## src/rtl/rors_pkg.sv

```systemverilog
package rors_pkg;

    localparam int VALUE_W = 32;
    localparam int RND_W   = 16;
    localparam int FRAC_W  = 16;
    localparam int REQ_W   = 2;
    localparam int MODE_W  = 2;
    localparam int CFG_W   = 3;
    localparam int STEP_W  = 4;

    localparam logic [REQ_W-1:0] REQ_SET     = 2'd0;
    localparam logic [REQ_W-1:0] REQ_GET     = 2'd1;
    localparam logic [REQ_W-1:0] REQ_RESTART = 2'd2;

    localparam logic [MODE_W-1:0] MODE_LIVE   = 2'd0;
    localparam logic [MODE_W-1:0] MODE_REPEAT = 2'd1;

    localparam logic [CFG_W-1:0] CFG_SOURCE_MODE = 3'd0;
    localparam logic [CFG_W-1:0] CFG_RANGED      = 3'd1;
    localparam logic [CFG_W-1:0] CFG_RANGE_LOW   = 3'd2;
    localparam logic [CFG_W-1:0] CFG_RANGE_HIGH  = 3'd3;
    localparam logic [CFG_W-1:0] CFG_HOLD        = 3'd4;

    typedef enum logic [STEP_W-1:0] {
        ST_IDLE      = 4'd0,
        ST_DISP      = 4'd1,
        ST_MODE_LIVE = 4'd2,
        ST_MODE_RPT  = 4'd3,
        ST_BAG_INIT  = 4'd4,
        ST_BAG_CNT   = 4'd5,
        ST_BAG_LEFT  = 4'd6,
        ST_BAG_RANK  = 4'd7,
        ST_BAG_SCAN  = 4'd8,
        ST_BAG_MARK  = 4'd9,
        ST_LIVE      = 4'd10,
        ST_RPT_SPAN  = 4'd11,
        ST_RPT_MUL   = 4'd12,
        ST_RPT_SUM   = 4'd13,
        ST_OUT       = 4'd15
    } t_step;

    typedef enum logic [3:0] {
        OP_NONE,
        OP_ACCEPT,
        OP_BAG_INIT,
        OP_COUNT,
        OP_LEFT,
        OP_RANK,
        OP_SCAN,
        OP_MARK,
        OP_LIVE,
        OP_SPAN,
        OP_MUL,
        OP_RSUM,
        OP_OUTPUT
    } t_op;

    typedef enum logic [3:0] {
        JC_NEVER,
        JC_ALWAYS,
        JC_NOT_GET,
        JC_HELD,
        JC_MODE_LIVE,
        JC_MODE_RPT,
        JC_CNT_MORE,
        JC_NOT_FOUND,
        JC_OUT_BUSY
    } t_jc;

    typedef struct packed {
        t_op   op;
        t_jc   jc;
        t_step target;
    } t_ctrl;

    // control store, fall-through goes to the next step (out wraps to idle)
    function automatic t_ctrl f_ucode(input t_step step);
        t_ctrl w;
        w = '{op: OP_NONE, jc: JC_ALWAYS, target: ST_IDLE};
        unique case (step)
            ST_IDLE:      w = '{op: OP_ACCEPT,   jc: JC_NOT_GET,   target: ST_IDLE};
            ST_DISP:      w = '{op: OP_NONE,     jc: JC_HELD,      target: ST_OUT};
            ST_MODE_LIVE: w = '{op: OP_NONE,     jc: JC_MODE_LIVE, target: ST_LIVE};
            ST_MODE_RPT:  w = '{op: OP_NONE,     jc: JC_MODE_RPT,  target: ST_RPT_SPAN};
            ST_BAG_INIT:  w = '{op: OP_BAG_INIT, jc: JC_NEVER,     target: ST_IDLE};
            ST_BAG_CNT:   w = '{op: OP_COUNT,    jc: JC_CNT_MORE,  target: ST_BAG_CNT};
            ST_BAG_LEFT:  w = '{op: OP_LEFT,     jc: JC_NEVER,     target: ST_IDLE};
            ST_BAG_RANK:  w = '{op: OP_RANK,     jc: JC_NEVER,     target: ST_IDLE};
            ST_BAG_SCAN:  w = '{op: OP_SCAN,     jc: JC_NOT_FOUND, target: ST_BAG_SCAN};
            ST_BAG_MARK:  w = '{op: OP_MARK,     jc: JC_ALWAYS,    target: ST_OUT};
            ST_LIVE:      w = '{op: OP_LIVE,     jc: JC_ALWAYS,    target: ST_OUT};
            ST_RPT_SPAN:  w = '{op: OP_SPAN,     jc: JC_NEVER,     target: ST_IDLE};
            ST_RPT_MUL:   w = '{op: OP_MUL,      jc: JC_NEVER,     target: ST_IDLE};
            ST_RPT_SUM:   w = '{op: OP_RSUM,     jc: JC_ALWAYS,    target: ST_OUT};
            ST_OUT:       w = '{op: OP_OUTPUT,   jc: JC_OUT_BUSY,  target: ST_OUT};
            default:      w = '{op: OP_NONE,     jc: JC_ALWAYS,    target: ST_IDLE};
        endcase
        return w;
    endfunction

endpackage

```

## src/rtl/ranged_or_random_value_source.sv

```systemverilog
// channel   direction  handshake                    payload
// request   in         i_in_valid / o_in_stall      i_req_type, i_new_value, i_random_bits
// result    out        o_out_valid / i_out_stall    o_value_out
// config    in         i_cfg_we                     i_cfg_index, i_cfg_data
//
// set, restart and unused requests are handled in the idle step; a get runs through the
// microcode steps of its mode and goes straight to output when held; in no-repeat mode
// the two scans of the played bitmap read one bit per cycle.
// synchronous active-low reset clears config, live value, last result, hold and bitmap.
// a result waiting on i_out_stall holds the sequencer in its output step; a new
// request is taken as soon as the sequencer is back in idle.
module ranged_or_random_value_source #(
    parameter int POOL_SIZE = 64
) (
    input  logic                                i_clk,
    input  logic                                i_rst_n,
    input  logic                                i_cfg_we,
    input  logic [rors_pkg::CFG_W-1:0]          i_cfg_index,
    input  logic [rors_pkg::VALUE_W-1:0]        i_cfg_data,
    input  logic                                i_in_valid,
    output logic                                o_in_stall,
    input  logic [rors_pkg::REQ_W-1:0]          i_req_type,
    input  logic signed [rors_pkg::VALUE_W-1:0] i_new_value,
    input  logic [rors_pkg::RND_W-1:0]          i_random_bits,
    output logic                                o_out_valid,
    input  logic                                i_out_stall,
    output logic signed [rors_pkg::VALUE_W-1:0] o_value_out
);

    localparam int IDX_W = $clog2(POOL_SIZE);
    localparam int CNT_W = $clog2(POOL_SIZE + 1);
    localparam int RP_W  = rors_pkg::RND_W + CNT_W;

    // config registers
    logic [rors_pkg::MODE_W-1:0]          r_source_mode;
    logic                                 r_ranged;
    logic signed [rors_pkg::VALUE_W-1:0]  r_range_low;
    logic signed [rors_pkg::VALUE_W-1:0]  r_range_high;
    logic                                 r_hold_after;

    // sequencer
    rors_pkg::t_step r_step;
    rors_pkg::t_step n_step;
    rors_pkg::t_ctrl w_ctrl;
    logic            w_cond;

    // datapath
    logic signed [rors_pkg::VALUE_W-1:0] r_live;
    logic signed [rors_pkg::VALUE_W-1:0] r_last;
    logic                                r_hold;
    logic [POOL_SIZE-1:0]                r_map;
    logic [rors_pkg::RND_W-1:0]          r_rnd;
    logic [IDX_W-1:0]                    r_idx;
    logic [IDX_W-1:0]                    r_chosen;
    logic [CNT_W-1:0]                    r_count;
    logic [CNT_W-1:0]                    r_played;
    logic [CNT_W-1:0]                    r_left;
    logic [CNT_W-1:0]                    r_rank;
    logic signed [15:0]                  r_lo_int;
    logic signed [33:0]                  r_span;
    logic signed [49:0]                  r_prod;
    logic                                r_out_valid;
    logic signed [rors_pkg::VALUE_W-1:0] r_value;

    logic                                w_in_xfer;
    logic                                w_bit;
    logic                                w_found;
    logic [CNT_W-1:0]                    w_idx_inc;
    logic [16:0]                         w_diff;
    logic [CNT_W-1:0]                    w_count;
    logic [CNT_W-1:0]                    w_left;
    logic [RP_W-1:0]                     w_rank_prod;
    logic [16:0]                         w_bsum;
    logic [rors_pkg::VALUE_W-1:0]        w_bag_value;
    logic [rors_pkg::VALUE_W-1:0]        w_live_value;
    logic signed [50:0]                  w_mul;
    logic [49:0]                         w_adj;
    logic [33:0]                         w_quo;
    logic [34:0]                         w_rsum;
    logic [rors_pkg::VALUE_W-1:0]        w_rpt_value;

    assign o_in_stall  = (r_step != rors_pkg::ST_IDLE);
    assign o_out_valid = r_out_valid;
    assign o_value_out = r_value;
    assign w_in_xfer   = i_in_valid && !o_in_stall;

    always_ff @(posedge i_clk) begin
        if (!i_rst_n) begin
            r_source_mode <= '0;
            r_ranged      <= 1'b0;
            r_range_low   <= '0;
            r_range_high  <= '0;
            r_hold_after  <= 1'b0;
        end else if (i_cfg_we) begin
            unique case (i_cfg_index)
                rors_pkg::CFG_SOURCE_MODE: r_source_mode <= i_cfg_data[rors_pkg::MODE_W-1:0];
                rors_pkg::CFG_RANGED:      r_ranged      <= i_cfg_data[0];
                rors_pkg::CFG_RANGE_LOW:   r_range_low   <= i_cfg_data;
                rors_pkg::CFG_RANGE_HIGH:  r_range_high  <= i_cfg_data;
                rors_pkg::CFG_HOLD:        r_hold_after  <= i_cfg_data[0];
                default: ;
            endcase
        end
    end

    always_ff @(posedge i_clk) begin
        if (!i_rst_n) begin
            r_step <= rors_pkg::ST_IDLE;
        end else begin
            r_step <= n_step;
        end
    end

    always_comb begin
        w_ctrl = rors_pkg::f_ucode(r_step);
        unique case (w_ctrl.jc)
            rors_pkg::JC_NEVER:     w_cond = 1'b0;
            rors_pkg::JC_ALWAYS:    w_cond = 1'b1;
            rors_pkg::JC_NOT_GET:   w_cond = !(w_in_xfer && (i_req_type == rors_pkg::REQ_GET));
            rors_pkg::JC_HELD:      w_cond = r_hold_after && r_hold;
            rors_pkg::JC_MODE_LIVE: w_cond = (r_source_mode == rors_pkg::MODE_LIVE);
            rors_pkg::JC_MODE_RPT:  w_cond = (r_source_mode == rors_pkg::MODE_REPEAT);
            rors_pkg::JC_CNT_MORE:  w_cond = (w_idx_inc < r_count);
            rors_pkg::JC_NOT_FOUND: w_cond = !w_found;
            rors_pkg::JC_OUT_BUSY:  w_cond = r_out_valid && i_out_stall;
            default:                w_cond = 1'b1;
        endcase
        if (w_cond) begin
            n_step = w_ctrl.target;
        end else begin
            n_step = rors_pkg::t_step'(r_step + rors_pkg::STEP_W'(1));
        end
    end

    // bag helpers
    assign w_bit     = r_map[r_idx];
    assign w_found   = !w_bit && (r_rank == '0);
    assign w_idx_inc = CNT_W'(r_idx) + CNT_W'(1);
    assign w_diff    = {r_range_high[31], r_range_high[31:16]}
                     - {r_range_low[31], r_range_low[31:16]};
    assign w_left    = r_count - r_played;
    assign w_rank_prod = RP_W'(r_rnd) * RP_W'(r_left);
    assign w_bsum    = {r_lo_int[15], r_lo_int} + 17'(r_chosen);
    assign w_bag_value = (w_bsum[16] != w_bsum[15]) ? 32'h7FFF_FFFF
                                                    : {w_bsum[15:0], 16'h0000};

    always_comb begin
        if (w_diff[16]) begin
            w_count = CNT_W'(1);
        end else if (w_diff >= 17'(POOL_SIZE)) begin
            w_count = CNT_W'(POOL_SIZE);
        end else begin
            w_count = CNT_W'(w_diff) + CNT_W'(1);
        end
    end

    // live clamp
    always_comb begin
        w_live_value = r_live;
        if (r_ranged && (r_range_low < r_range_high)) begin
            if (r_live > r_range_low) begin
                w_live_value = (r_live < r_range_high) ? r_live : r_range_high;
            end else begin
                w_live_value = r_range_low;
            end
        end
    end

    // random with repetition
    assign w_mul  = $signed({1'b0, r_rnd}) * r_span;
    assign w_adj  = r_prod + {34'd0, {rors_pkg::FRAC_W{r_prod[49]}}};
    assign w_quo  = w_adj[49:16];
    assign w_rsum = {{3{r_range_low[31]}}, r_range_low} + {w_quo[33], w_quo};

    always_comb begin
        if ((w_rsum[34:31] == 4'b0000) || (w_rsum[34:31] == 4'b1111)) begin
            w_rpt_value = w_rsum[31:0];
        end else if (w_rsum[34]) begin
            w_rpt_value = 32'h8000_0000;
        end else begin
            w_rpt_value = 32'h7FFF_FFFF;
        end
    end

    always_ff @(posedge i_clk) begin
        if (!i_rst_n) begin
            r_live      <= '0;
            r_last      <= '0;
            r_hold      <= 1'b0;
            r_map       <= '0;
            r_out_valid <= 1'b0;
        end else begin
            if (r_out_valid && !i_out_stall && (w_ctrl.op != rors_pkg::OP_OUTPUT)) begin
                r_out_valid <= 1'b0;
            end
            unique case (w_ctrl.op)
                rors_pkg::OP_NONE: ;
                rors_pkg::OP_ACCEPT: begin
                    if (w_in_xfer) begin
                        unique case (i_req_type)
                            rors_pkg::REQ_SET:     r_live <= i_new_value;
                            rors_pkg::REQ_RESTART: r_hold <= 1'b0;
                            rors_pkg::REQ_GET:     r_rnd  <= i_random_bits;
                            default: ;
                        endcase
                    end
                end
                rors_pkg::OP_BAG_INIT: begin
                    r_lo_int <= r_range_low[31:16];
                    r_count  <= w_count;
                    r_idx    <= '0;
                    r_played <= '0;
                end
                rors_pkg::OP_COUNT: begin
                    if (w_bit) begin
                        r_played <= r_played + CNT_W'(1);
                    end
                    r_idx <= r_idx + IDX_W'(1);
                end
                rors_pkg::OP_LEFT: begin
                    if (w_left == '0) begin
                        r_map  <= '0;
                        r_left <= r_count;
                    end else begin
                        r_left <= w_left;
                    end
                end
                rors_pkg::OP_RANK: begin
                    r_rank <= w_rank_prod[rors_pkg::RND_W +: CNT_W];
                    r_idx  <= '0;
                end
                rors_pkg::OP_SCAN: begin
                    if (!w_bit) begin
                        if (r_rank == '0) begin
                            r_chosen <= r_idx;
                        end else begin
                            r_rank <= r_rank - CNT_W'(1);
                        end
                    end
                    r_idx <= r_idx + IDX_W'(1);
                end
                rors_pkg::OP_MARK: begin
                    // last unplayed entry taken: start a fresh bag
                    if (r_left <= CNT_W'(1)) begin
                        r_map <= '0;
                    end else begin
                        r_map[r_chosen] <= 1'b1;
                    end
                    r_last <= w_bag_value;
                end
                rors_pkg::OP_LIVE: r_last <= w_live_value;
                rors_pkg::OP_SPAN: begin
                    r_span <= {{2{r_range_high[31]}}, r_range_high}
                            - {{2{r_range_low[31]}}, r_range_low} + 34'sd65536;
                end
                rors_pkg::OP_MUL:  r_prod <= w_mul[49:0];
                rors_pkg::OP_RSUM: r_last <= w_rpt_value;
                rors_pkg::OP_OUTPUT: begin
                    if (!r_out_valid || !i_out_stall) begin
                        r_out_valid <= 1'b1;
                        r_value     <= r_last;
                        r_hold      <= 1'b1;
                    end
                end
                default: ;
            endcase
        end
    end

    a_scan_in_pool: assert property (@(posedge i_clk) disable iff (!i_rst_n)
        (r_step == rors_pkg::ST_BAG_SCAN) |-> (CNT_W'(r_idx) < r_count))
        else $error("bag scan ran past pool");

    a_rank_below_left: assert property (@(posedge i_clk) disable iff (!i_rst_n)
        (r_step == rors_pkg::ST_BAG_RANK) |=> (r_rank < r_left))
        else $error("rank not below unplayed count");

    a_played_below_count: assert property (@(posedge i_clk) disable iff (!i_rst_n)
        (r_step == rors_pkg::ST_BAG_CNT) |-> (r_played < r_count))
        else $error("played count reached pool size");

    a_held_repeats: assert property (@(posedge i_clk) disable iff (!i_rst_n)
        ((r_step == rors_pkg::ST_DISP) && r_hold_after && r_hold)
        |=> ((r_step == rors_pkg::ST_OUT) && $stable(r_last)))
        else $error("held get did not repeat last result");

endmodule

```

## config.mk

```make
export PLATFORM = sky130hd
export DESIGN_NAME = ranged_or_random_value_source
export DESIGN_NICKNAME = d
export VERILOG_FILES = /design/src/rtl/rors_pkg.sv /design/src/rtl/ranged_or_random_value_source.sv
export SDC_FILE = /design/constraint.sdc
export NUM_CORES = 2
export LEC_CHECK = 0
export ABC_AREA = 0
export ABC_CLOCK_PERIOD_IN_PS = 9000
export BUFFER_PORTS_ARGS = -buffer_cell sky130_fd_sc_hd__buf_2
export CORE_AREA = 5 5 282 284
export CTS_CLUSTER_DIAMETER = 80
export DETAILED_ROUTE_END_ITERATION = 16
export DIE_AREA = 0 0 287 289
export GPL_TIMING_DRIVEN = 1
export PLACE_DENSITY = 0.84
export SLEW_MARGIN = 5
export SYNTH_ARGS = -nofsm -noshare
export SYNTH_HDL_FRONTEND = slang
export SYNTH_SLANG_ARGS = --single-unit
```

## constraint.sdc

```tcl
create_clock -name i_clk -period 9 [get_ports i_clk]
set_clock_uncertainty 0.2 [all_clocks]
set_input_delay 1.8 -clock i_clk [delete_from_list [all_inputs] [get_ports i_clk]]
set_output_delay 1.8 -clock i_clk [all_outputs]
set_load 0.005 [all_outputs]
```

# == After elaboration in Yosys (flattened, before gate mapping) ==
# Memories as Yosys holds them, arrays and structs flattened. A register that Yosys moved wholly into a read port is not among the register bits.
# Index checks and enable logic that the tools add are counted.
# totals
ff_bits,390
romBits,192
inputBits,90
out_inout_bits,34
elab_cells,170
mem_count,1
# classes
n_addsub,13
mul,2
n_lt_le_gt_ge,9
n_eq_ne,36
n_mux,32
bitwise,2
reduce_logical,52
# mem_list
memory,depth,width,read_ports,rd_ports_with_merged_regs,write_ports,line,text
(no name shown),16,12,1,1,0,rors_pkg.sv:80,unique case (step)
# ops
cell,n
32-bit 2-to-1 mux,6
64-bit 2-to-1 mux,2
64-bit case mux with 2 select lines,1
32-bit case mux with 3 select lines,1
32-bit < comparator,2
64-bit bitwise OR,1
50-bit by 16-bit adder with 50-bit output,1
17-bit by 34-bit multiplier with 50-bit output,1
32-bit by 34-bit adder with 35-bit output,1
7-bit 2-to-1 mux,5
"33-bit by 18-bit adder with 34-bit output, second input constant",1
32-bit by 32-bit subtractor with 33-bit output,1
"4-bit by 3-bit == test with 1-bit output, second input constant",8
32-bit greater-than comparator,1
"4-bit == test, second input constant",7
7-bit case mux with 2 select lines,2
16-bit by 7-bit multiplier with 23-bit output,1
2-bit AND reduction,11
16-bit by 7-bit adder with 17-bit output,1
"17-bit by 7-bit greater-or-equal comparator with 1-bit output, second input constant",1
16-bit by 16-bit subtractor with 17-bit output,1
"4-bit by 2-bit == test with 1-bit output, second input constant",4
4-bit AND reduction,4
"7-bit by 1-bit adder with 7-bit output, second input constant",2
39 further kinds,80

# == Logic depth before layout (Yosys ltp) ==
# logic_depth
word_depth,8
mapped_depth,26
depth_no_buf,25

# == Worst setup path after synthesis ==
# No wires, ideal clock.
# synth_path
path_type,flip-flop to flip-flop
startpoint,reg r_rnd[7] (netlist name)
endpoint,"reg r_prod[31], data pin"
setup_ns,0.260
arrival_time_ns,6.359
t_required_ns,8.540
slack_ns,2.181
stages_incl_launch_ff,25
path_buffers,1
synth_period_minus_slack_ns,6.819
cell_sequence,edfxtp_1 clkbuf_1 and2_1 fa_1 inv_1 fa_1 fa_1 fa_1 inv_1 fa_1 inv_1 fa_1 inv_1 ha_1 a21o_1 a21oi_1 nor2b_1 a311oi_1 o21ai_0 a31oi_1 o21ai_1 a2111oi_0 nor2_1 a31oi_1 xnor2_1
# synth_between
elab_chain_cells,1
# synth_rtl
item,line,text
start: declaration,ranged_or_random_value_source.sv:52,logic [rors_pkg::RND_W-1:0] r_rnd;
start signal: assignment,ranged_or_random_value_source.sv:203,rors_pkg::REQ_GET: r_rnd <= i_random_bits;
17-bit by 34-bit multiplier with 50-bit output,ranged_or_random_value_source.sv:170,"assign w_mul = $signed({1'b0, r_rnd}) * r_span;"
via w_mul[31],ranged_or_random_value_source.sv:76,logic signed [50:0] w_mul;
end signal: assignment,ranged_or_random_value_source.sv:256,rors_pkg::OP_MUL: r_prod <= w_mul[49:0];
end: declaration,ranged_or_random_value_source.sv:61,logic signed [49:0] r_prod;
# The timed path passes the listed nets, and every way through them passes these cells.
# A chain may end at the register's enable or synchronous reset.

# == Final worst setup path ==
# Ends and elaborated chain as after synthesis.

==> run_results.csv <==
group,metric,value,unit
cts,numClockSinks,402,
synthesis,ys_types,85,
synthesis,synth_edf_count,188,
global_route,grt_pass1_wl,200000,µm
timing,rsz0062_at_grt,"no",
floorplan,start_util,59.4,%
min_path,hp-class,"register to register",
synthesis,async_reset_ff_share,0,%
cts,cts_made_buffers,49,
drt,viasPerCell,5.89,
drt,vias,36381,
drt,drcViolationCount,0,
floorplan,dieArea,82900,µm²
cts,postCtsSetupRepairBufs,0,
global_route,grt_remaining_overflow,0,
critical_path,worst-path-max-fanout,27,
critical_path,endpoint_kind,"register",
cts,clkTransAtPathRegs,60,ps
critical_path,worstSetupPathType,"register to register",
synthesis,synth_top_area_share,26.3,%
synthesis,yosys-top-cells-count,"inv_1, nand2_1, fa_1",
timing,period_share,93.0,%
power_and_ir_drop,powerDensity,251,nW/µm²
floorplan,core,76800,µm²
power_and_ir_drop,share_comb_of_total_power,62.3,%
critical_path,crit_required,9140,ps
cts,clk-insertion-delay-late,610,ps
drt,post_drt_wl_per_cell,20.0,µm
cts,holdBufCountCts,0,
cts,postCtsResizedCells,0,
job,maxCapViolations,0,
global_route,grt_use_total,30.2,%
timing,min_period,8370,ps
global_route,grt_start_max_net_pins,76,
synthesis,postSynthCellCount,5085,
drt,wl,124000,µm
timing,tns,0,ps
cts,cts_root_buf,"clkbuf_16",
power_and_ir_drop,leakage,22.3,nW
drt,drt-initial-drc-count,3616,
critical_path,critPathLaunchType,"register",
cts,cts_max_path_buffers,3,
timing,tightest_slew,1230,ps
layout,nNetsFinal,6186,
power_and_ir_drop,ir_drop,0.304,mV
placement,port_buffers,123,
global_route,grt_antenna_before_repair,2,
synthesis,synth-seq-area-share,21.8,%
power_and_ir_drop,p_sw,0.00556,W
cts,cts_tree,"yes",
synthesis,synth.most_common_cell,"inv_1",
layout,drive_above_1_share,5.96,%
power_and_ir_drop,p_clk_share,16.6,%
power_and_ir_drop,swShare,45.4,%
power_and_ir_drop,power,0.0122,W
drt,firstDrtPassIters,7,
critical_path,arrival,8520,ps
synthesis,ys.flop_type,"dfxtp_1",
outcome,outcome,"finished clean",
floorplan,io_pins,124,
timing,setup_viol,0,
synthesis,syn_avg_cell_area,8.97,µm²
synthesis,synth_warnings,0,
timing,max_freq,119,MHz
layout,n_fill_cell,6160,
timing,max-slew-margin-rel,17.6,%
timing,hold_viol,0,
drt,antenna_left,0,
layout,area_delta_synth_final,6.83,%
placement,dpl.hpwl,95700,µm
synthesis,netlist_area,45600,µm²
floorplan,fp.dieH,289,µm
synthesis,synth_top_cell_by_area,"fa_1",
floorplan,fp-row-count,102,
placement,gp_congestion,0.987,
timing,final_max_slew_viol_count,0,
synthesis,ys_ff_latch,402,
synthesis,synth_nets,6173,
power_and_ir_drop,p_int,0.00669,W
synthesis,synth_area_leaders,"fa_1, edfxtp_1, ha_1",
global_route,grt_pass1_vias,37619,
cts,cts-htree-levels,2,
power_and_ir_drop,p_seq_share,21.2,%
layout,antenna_cells,0,
floorplan,die_w,287,µm
-- state kept, by name, indices dropped and copies added (netlist names), 12 cells and up --
signal,flops
r_span,34
r_lo_int,16
r_live,32
r_range_high,32
r_map,64
r_prod,50
r_last,32
w_ctrl,12
o_value_out,32
r_rnd,16
r_range_low,32
-- metal layers --
layer	vias to the layer above	wire length, µm	GRT usage [%]
li1	16375	-	-
met1	17694	49800	41.1
met2	1967	55700	47.9
met3	343	13200	7.01
met4	2	5060	10.6
met5	-	71	0.640
-- critical path, stage by stage (launching register included) --
cell and delay (ps):
edfxtp_1 810, and2_1 340, fa_1 540, inv_1 60
fa_1 550, fa_1 430, fa_1 490, inv_1 50
fa_1 550, inv_1 60, fa_1 550, inv_1 50
ha_1 370, a21o_1 180, a21oi_1 130, nor2b_1 60
a311oi_1 680, o21ai_0 270, a31oi_1 420, o21ai_1 200
a2111oi_0 630, nor2_1 140, a31oi_1 250, xnor2_1 80
-- cells by family (layout without fill, tap and decap cells) --
logic type | count (synthesis) | after routing | share of synthesized area (%)
adders and majority gates | 998 | 998 | 37.2
muxes | 55 | 55 | 1.49
buffers and inverters | 1056 | 1108 | 8.85
AOI/OAI and AO/OA | 838 | 838 | 11.4
DFF | 402 | 402 | 21.8
xor gates and xnor gates | 202 | 202 | 3.88
and+or+nand+nor | 1534 | 1534 | 15.4
-- path summary, 6_finish.rpt --
path	startpoint	endpoint	slack, ps	depth (start not counted)
min reg2reg	r_last[2]	o_value_out[2]	230	0
max	r_rnd[7]	r_prod[31]	630	23
min	r_last[2]	o_value_out[2]	230	0
max reg2reg	r_rnd[7]	r_prod[31]	630	23
-- through the flow --
stage               worst slack, ps  instance area (µm²)  util [%]  hold WS [ps]  std cells
finish                          627                48700      63.4           229       6177
global route                    473                48700      63.4           260       6177
CTS                             890                48700      63.4           235       6177
detailed placement              936                47100      61.3           219       6087
global placement               1080                47100      61.3           220       6087
floorplan                      2180                45600         -           203       5085
-- layout make-up --
cell class | instances | area, µm² | share of cell area, %
tap | 1040 | 1300 | 2.67
clock buffer | 60 | 1310 | 2.69
clock inverter | 30 | 325 | 0.668
multi-input combinational | 3627 | 31700 | 65.1
inverter | 851 | 3200 | 6.56
sequential | 402 | 9930 | 20.4
timing repair buffer | 167 | 958 | 1.97
-- placed cells by master (no fill, tap or decap), types with 26 or more instances in the layout --
cell | Yosys | routed
a21o_1 | 59 | 59
a21oi_1 | 346 | 346
a31oi_1 | 38 | 38
and2_1 | 241 | 241
and3_1 | 28 | 27
buf_2 | 15 | 123
buf_4 | 1 | 43
clkbuf_16 | 0 | 50
dfxtp_1 | 214 | 214
edfxtp_1 | 188 | 188
fa_1 | 599 | 599
ha_1 | 399 | 399
inv_1 | 850 | 849
mux2i_1 | 41 | 40
nand2_1 | 757 | 757
nand2b_1 | 29 | 29
nand3_1 | 61 | 61
nand4_1 | 30 | 30
nor2_1 | 255 | 253
nor2b_1 | 27 | 26
nor3_1 | 39 | 38
o211ai_1 | 34 | 34
o21ai_0 | 133 | 133
o21bai_1 | 30 | 30
xnor2_1 | 143 | 143
xor2_1 | 59 | 59
-- power groups by stage --
stage,Combinational (W),Clock (W),Sequential (W)
floorplan,0.00564,0,0.00251
global placement,0.00716,0,0.00262
detailed placement,0.00727,0,0.00262
CTS,0.00749,0.00205,0.00258
global route,0.00846,0.00213,0.00260
finish,0.00763,0.00203,0.00259
Power figures use the tool's default switching activity.
